`src/rtl/core/scr_pkg.sv`:
```
// ============================================================================
// scr_pkg: serial command recognizer definitions
// Command table, event codes and byte classes shared by the RTL and checker.
// ============================================================================
package scr_pkg;

    localparam int LINE_CAPACITY = 96;
    localparam int CMD_COUNT     = 6;
    localparam int CMD_MAX_LEN   = 13;
    localparam int HELD_W        = 7;

    localparam logic [7:0] CHAR_CR        = 8'h0D;
    localparam logic [7:0] CHAR_LF        = 8'h0A;
    localparam logic [7:0] LOW_PRINTABLE  = 8'h20;
    localparam logic [7:0] HIGH_PRINTABLE = 8'h7E;
    localparam logic [7:0] LOWER_A        = 8'h61;
    localparam logic [7:0] LOWER_Z        = 8'h7A;
    localparam logic [7:0] CASE_OFFSET    = 8'h20;

    localparam logic [HELD_W-1:0] HELD_LIMIT = HELD_W'(LINE_CAPACITY - 1);

    // command indexes, also bit positions in the match flags
    localparam logic [2:0] CMD_PING       = 3'd0;
    localparam logic [2:0] CMD_QUERY      = 3'd1;
    localparam logic [2:0] CMD_STATUS     = 3'd2;
    localparam logic [2:0] CMD_HELP       = 3'd3;
    localparam logic [2:0] CMD_GATE_IN    = 3'd4;
    localparam logic [2:0] CMD_GATE_OUT   = 3'd5;

    // event codes
    localparam logic [3:0] EV_PONG         = 4'd0;
    localparam logic [3:0] EV_STATUS       = 4'd1;
    localparam logic [3:0] EV_HELP         = 4'd2;
    localparam logic [3:0] EV_IN_OPEN      = 4'd3;
    localparam logic [3:0] EV_IN_DENIED    = 4'd4;
    localparam logic [3:0] EV_OUT_OPEN     = 4'd5;
    localparam logic [3:0] EV_OUT_DENIED   = 4'd6;
    localparam logic [3:0] EV_UNKNOWN      = 4'd7;
    localparam logic [3:0] EV_TOO_LONG     = 4'd8;

    localparam logic [CMD_COUNT-1:0] ALL_FLAGS = '1;

    typedef logic [CMD_COUNT-1:0] flags_t;

    function automatic logic [3:0] cmd_len(input logic [2:0] idx);
        logic [3:0] len;
        case (idx)
            CMD_PING:       len = 4'd4;
            CMD_QUERY:      len = 4'd10;
            CMD_STATUS:     len = 4'd6;
            CMD_HELP:       len = 4'd4;
            CMD_GATE_IN:    len = 4'd12;
            CMD_GATE_OUT:   len = 4'd13;
            default:        len = 4'd0;
        endcase
        return len;
    endfunction

    // Character of command idx at line position pos; zero past the end.
    // Text literals are right-justified, so first char sits highest.
    function automatic logic [7:0] cmd_char(input logic [2:0] idx,
                                            input logic [HELD_W-1:0] pos);
        logic [CMD_MAX_LEN*8-1:0] txt;
        logic [3:0]               len;
        logic [3:0]               k;
        logic [7:0]               ch;
        len = cmd_len(idx);
        case (idx)
            CMD_PING:       txt = (CMD_MAX_LEN*8)'("PING");
            CMD_QUERY:      txt = (CMD_MAX_LEN*8)'({"GET_", "STATUS"});
            CMD_STATUS:     txt = (CMD_MAX_LEN*8)'("STATUS");
            CMD_HELP:       txt = (CMD_MAX_LEN*8)'("HELP");
            CMD_GATE_IN:    txt = (CMD_MAX_LEN*8)'({"OPEN_", "GATE_IN"});
            CMD_GATE_OUT:   txt = (CMD_MAX_LEN*8)'({"OPEN_", "GATE_OUT"});
            default:        txt = '0;
        endcase
        k = len - 4'd1 - pos[3:0];
        if (pos < {3'b000, len}) begin
            ch = txt[k*8 +: 8];
        end else begin
            ch = 8'h00;
        end
        return ch;
    endfunction

endpackage

```
`src/rtl/core/serial_command_recognizer_top.sv`:
```
// ============================================================================
// serial_command_recognizer_top: ASCII command recognizer
// Matches bytes to six fixed commands, one byte a cycle while s_ready is high.
// ============================================================================
// Each event is registered in the result register, or in the skid entry.
// Throughput: one byte per cycle while s_ready is high; the per-command
//   compare, the length update and the match priority all settle between the
//   line state and the result register.
// Reset (aresetn low, synchronous): line empty, all match flags set, result
//   register and skid stage empty.
//
// The line itself is never stored. chars_held_reg counts bytes in the line and
// flags_reg holds one bit per command that is set while the line is still a
// prefix of that command. A command fires the moment its flag is set and the
// count equals its length; the line is then cleared.
//
// Output side: a result register followed by one skid entry. s_ready drops
// only when the skid entry holds a result, so a stalled consumer does not stop
// the next byte from being taken.
module serial_command_recognizer_top (
    input  logic       aclk,
    input  logic       aresetn,
    // byte request channel
    input  logic       s_valid,
    output logic       s_ready,
    input  logic [7:0] s_rx_byte,
    input  logic       s_entry_allowed,
    input  logic       s_exit_allowed,
    // event channel
    output logic       m_valid,
    input  logic       m_ready,
    output logic [3:0] m_event_code
);

    // line state
    logic [scr_pkg::HELD_W-1:0] chars_held_reg, chars_held_next;
    scr_pkg::flags_t            flags_reg, flags_next;

    // output register and skid stage
    logic       m_valid_reg, m_valid_next;
    logic [3:0] m_code_reg, m_code_next;
    logic       skid_valid_reg, skid_valid_next;
    logic [3:0] skid_code_reg, skid_code_next;

    // per-byte decode
    logic       accept;
    logic       ev_valid;
    logic [3:0] ev_code;

    assign accept = s_valid && s_ready;

    always_comb begin
        logic [7:0]                 ch;
        logic [scr_pkg::HELD_W-1:0] held_inc;
        scr_pkg::flags_t            match;
        logic                       hit;
        logic [2:0]                 hit_idx;

        chars_held_next = chars_held_reg;
        flags_next      = flags_reg;
        ev_valid        = 1'b0;
        ev_code         = scr_pkg::EV_UNKNOWN;
        hit             = 1'b0;
        hit_idx         = scr_pkg::CMD_PING;
        held_inc        = chars_held_reg + 1'b1;

        // fold lower case
        ch = s_rx_byte;
        if (s_rx_byte inside {[scr_pkg::LOWER_A:scr_pkg::LOWER_Z]}) begin
            ch = s_rx_byte - scr_pkg::CASE_OFFSET;
        end

        // prefix check of every command at the current position
        for (int i = 0; i < scr_pkg::CMD_COUNT; i++) begin
            match[i] = flags_reg[i]
                && (chars_held_reg < {3'b000, scr_pkg::cmd_len(3'(i))})
                && (scr_pkg::cmd_char(3'(i), chars_held_reg) == ch);
        end

        // lowest index wins; exact-length matches never overlap anyway
        for (int i = scr_pkg::CMD_COUNT - 1; i >= 0; i--) begin
            if (match[i] && ({3'b000, scr_pkg::cmd_len(3'(i))} == held_inc)) begin
                hit     = 1'b1;
                hit_idx = 3'(i);
            end
        end

        if (accept) begin
            if (s_rx_byte inside {scr_pkg::CHAR_CR, scr_pkg::CHAR_LF}) begin
                // line ending: a non-empty line here is never a command
                if (chars_held_reg != '0) begin
                    ev_valid        = 1'b1;
                    ev_code         = scr_pkg::EV_UNKNOWN;
                    chars_held_next = '0;
                    flags_next      = scr_pkg::ALL_FLAGS;
                end
            end else if (s_rx_byte inside
                         {[scr_pkg::LOW_PRINTABLE:scr_pkg::HIGH_PRINTABLE]}) begin
                if (chars_held_reg >= scr_pkg::HELD_LIMIT) begin
                    ev_valid        = 1'b1;
                    ev_code         = scr_pkg::EV_TOO_LONG;
                    chars_held_next = '0;
                    flags_next      = scr_pkg::ALL_FLAGS;
                end else if (hit) begin
                    ev_valid        = 1'b1;
                    chars_held_next = '0;
                    flags_next      = scr_pkg::ALL_FLAGS;
                    case (hit_idx)
                        scr_pkg::CMD_PING:       ev_code = scr_pkg::EV_PONG;
                        scr_pkg::CMD_QUERY:      ev_code = scr_pkg::EV_STATUS;
                        scr_pkg::CMD_STATUS:     ev_code = scr_pkg::EV_STATUS;
                        scr_pkg::CMD_HELP:       ev_code = scr_pkg::EV_HELP;
                        scr_pkg::CMD_GATE_IN: begin
                            ev_code = s_entry_allowed ? scr_pkg::EV_IN_OPEN
                                                      : scr_pkg::EV_IN_DENIED;
                        end
                        scr_pkg::CMD_GATE_OUT: begin
                            ev_code = s_exit_allowed ? scr_pkg::EV_OUT_OPEN
                                                     : scr_pkg::EV_OUT_DENIED;
                        end
                        default:                 ev_code = scr_pkg::EV_UNKNOWN;
                    endcase
                end else begin
                    chars_held_next = held_inc;
                    flags_next      = match;
                end
            end
            // other control and high bytes are dropped silently
        end
    end

    // output register plus skid entry
    always_comb begin
        m_valid_next    = m_valid_reg;
        m_code_next     = m_code_reg;
        skid_valid_next = skid_valid_reg;
        skid_code_next  = skid_code_reg;
        if (!m_valid_reg || m_ready) begin
            if (skid_valid_reg) begin
                // no new request can arrive while the skid entry is full
                m_valid_next    = 1'b1;
                m_code_next     = skid_code_reg;
                skid_valid_next = 1'b0;
            end else begin
                m_valid_next = ev_valid;
                m_code_next  = ev_code;
            end
        end else if (ev_valid) begin
            skid_valid_next = 1'b1;
            skid_code_next  = ev_code;
        end
    end

    always_ff @(posedge aclk) begin
        if (!aresetn) begin
            chars_held_reg <= '0;
            flags_reg      <= scr_pkg::ALL_FLAGS;
            m_valid_reg    <= 1'b0;
            skid_valid_reg <= 1'b0;
        end else begin
            chars_held_reg <= chars_held_next;
            flags_reg      <= flags_next;
            m_valid_reg    <= m_valid_next;
            skid_valid_reg <= skid_valid_next;
        end
    end

    always_ff @(posedge aclk) begin
        m_code_reg    <= m_code_next;
        skid_code_reg <= skid_code_next;
    end

    assign s_ready      = !skid_valid_reg;
    assign m_valid      = m_valid_reg;
    assign m_event_code = m_code_reg;

endmodule

```
`config.mk`:
```
export PLATFORM = sky130hd
export DESIGN_NAME = serial_command_recognizer_top
export DESIGN_NICKNAME = d
export VERILOG_FILES = /design/src/rtl/core/scr_pkg.sv /design/src/rtl/core/serial_command_recognizer_top.sv
export SDC_FILE = /design/constraint.sdc
export NUM_CORES = 1
export LEC_CHECK = 0
export BUFFER_PORTS_ARGS = -buffer_cell sky130_fd_sc_hd__buf_2
export CAP_MARGIN = 0
export CORE_UTILIZATION = 55
export CTS_BUF_LIST = sky130_fd_sc_hd__clkbuf_8
export DETAILED_ROUTE_END_ITERATION = 12
export PLACE_DENSITY = 0.76
export SLEW_MARGIN = 20
export SYNTH_ARGS = -nofsm -noshare
export SYNTH_HDL_FRONTEND = slang
export SYNTH_SLANG_ARGS = --single-unit
export TNS_END_PERCENT = 20
```
`constraint.sdc`:
```
create_clock -name aclk -period 7.05 [get_ports aclk]
set_clock_uncertainty 0.15 [all_clocks]
set_input_delay 1.41 -clock aclk [delete_from_list [all_inputs] [get_ports aclk]]
set_output_delay 1.41 -clock aclk [all_outputs]
set_load 0.05 [all_outputs]
```
==> impl_results.md <==
- WL/cell: 18.46 um
- CP Buf/Inv Count: 1
- Initial antenna violation count: 0
- Die ar.: 0.006107 sq mm
- Async SR Flop Fraction: 0%
- Total grt overflow: 0
- Final setup fails: 0
- GRT Total Usage: 29.35%
- IO Pins: 20
- Reg clk slew, reported paths: 0.08 ns
- Met2 wire len: 4018 um
- Antenna Nets Post-Route: 0
- Sequential share of the synthesized area: 16.95%
- Post-synth EDFFs: 8
- Synthesis Warnings: 0
- DR vias/cell: about 6.7
- CTS Hold Bufs: 0
- Req. time, crit path: 6.87 ns
- Synth Flop Type: dfxtp_1
- Clock Path Buffers: 2
- Leakage: 0.001304 uW
- Crit end category: flip-flop
- DRC Markers: 0
- Share of the synthesized area in the top cell type: 9.415%
- Post-CTS Resized: 0
- Pin count of the biggest net entering global routing: 34
- Layout cells sized above 1: 15.48%
- WL final: approximately 8800 um
- Vias: 3193
- Met3 wire len: about 700 um
- Hold Path Class: reg2reg
- Max capacitance violation total: 0
- Worst-Margin Slew: a little under 0.8 ns
- Synth cell types: 75
- Width of the die: 78.15 um
- Setup TNS Final: 0 ns
- Top layer used by detailed routing: met4
- Critical path's slowest cell: dfxtp_1
- RSZ-0062 raised after global routing: no
- CTS Buf Count: 3
- Crit path DAT: 4.28 ns
- Synth Register Bits: 23
- TritonRoute pass-1 iters: 5
- Slew margin rel.: a little under half
- Top Family by Delay on Critical Path: compound AO/OA/AOI/OAI gates
- Clk_lat worst skew: 0.26 ns
- Port Buffers: 19
- Yosys top cell by area: dfxtp_1
- Starting DRT DRC Count: 275
- Routability Congestion: 0.9408
- Status: completed
- Critical path type: reg2reg
- Post-CTS setup buffers: 0
- Area grow syn2layout: 3.766%
- Worst vdd ir: 0.1237 mV
- Worst-path cell chain: inv_1, ha_1, mux2_2, a21oi_1, xnor2_1, o2111ai_1, a2111oi_0, nand2_1, and3_4, a41oi_2, and2_1
- Synth Instances: 406
- Clk sinks: 23
- Fmax: about 0.22 GHz
- Die height: 78.15 um
- Metal-1 WL: a little under 4000 um
- Nets: around 450
- CP max stage delay: 0.84 ns
- Final worst path period share: 63.26%
- Final HPWL DP: roughly 6700 um
- Vias in the first global route: 2895
- Initial Utilization: a little under three fifths
- CTS tree: yes
- Synthesized cell area: roughly 0.0032 sq mm
- Final hold vios: 0
- Core Box Area: 0.005540 sq mm
- Max Transition Viols Final: 0
- Syn_nets: roughly 440
- Pwr dens: 165.1 mW/mm^2
- Clk root buf: clkbuf_8
- Most numerous cell in the Yosys netlist: nor2_1
- Antenna diode count: 0
- Worst setup SP type: flip-flop
- Hold slack: 0.3596 ns
- Htree depth: 1
- Maximum fanout along the worst path: 22
- # rows: 27
- First-pass GRT wire length: 14280 um
- Post-synth top cells: nor2_1, nand2_1, ha_1
- Mean Syn Cell Area: 7.855 sq um
- Largest register FFs: 7
- Post-layout minimum cycle time: approximately 4.5 ns
- Area contributors post-synth: dfxtp_1, ha_1, edfxtp_1
==> cell families after synthesis <==
logic type | Yosys count | synth area share (%)
simple gates | 182 | 34.21
compound gates | 113 | 26.72
buf+inv | 41 | 6.081
fa+ha+maj | 23 | 9.023
flops | 23 | 16.95
xor+xnor | 17 | 4.668
mux | 7 | 2.354
==> placed cells by master (no fill, tap or decap), types with 13 or more instances in the layout <==
master,netlist,routed
o21ai_0,15,15
nor3_1,17,17
nor2_1,33,33
inv_1,14,14
a21oi_1,17,17
dfxtp_1,15,15
nand2_1,26,26
buf_2,5,19
nand3_1,13,13
ha_1,23,23
==> power by group <==
group	switching (uW)	internal [uW]
sequential	12.8	144
combinational	187	122
clock	42.0	39.4
==> final timing paths <==
kind / startpoint / end / slack, ns / depth (start not counted)
worst min-delay path: flags_reg[1]$_SDFFE_PN1P_ / flags_reg[1]$_SDFFE_PN1P_ / 0.36 / 1
worst max register to register: chars_held_reg[2]$_SDFFE_PN0P_ / skid_code_reg[3]$_DFFE_PP_ / 2.59 / 11
worst min register to register: flags_reg[1]$_SDFFE_PN1P_ / flags_reg[1]$_SDFFE_PN1P_ / 0.36 / 1
worst max-delay path: chars_held_reg[2]$_SDFFE_PN0P_ / skid_code_reg[3]$_DFFE_PP_ / 2.59 / 11
==> stage by stage <==
stage	std cells	instance area [sq um]	power (uW)	setup WS (ns)	utilization, %
after CTS	479	3309	539.4	2.646	59.73
after detailed placement	475	3263	457.8	2.443	58.90
after global placement	475	3263	452.8	2.568	58.90
after global routing	479	3309	580.4	2.353	59.73
final	479	3309	546.2	2.590	59.73
after floorplan	406	3189	389.9	2.888	-
==> metal layers <==
| metal | global-route usage (%) | vias up |
|---|---|---|
| met3 | 5.349 | 16 |
| met1 | 38.65 | 1508 |
| met4 | 8.519 | 0 |
| met2 | 48.68 | 143 |
| met5 | 0 | - |
| li1 | - | 1526 |
==> cell type report <==
| cell class | instances | area [sq um] |
|---|---|---|
| multi-input combinational | 342 | 2455 |
| fill | 524 | 2231 |
| sequential | 23 | 540.5 |
| timing repair buffer | 22 | 117.6 |
| tap | 72 | 90.09 |
| inverter | 16 | 60.06 |
| clock buffer | 3 | 41.29 |
| clock inverter | 1 | 5.005 |
Power figures use the tool's default switching activity.
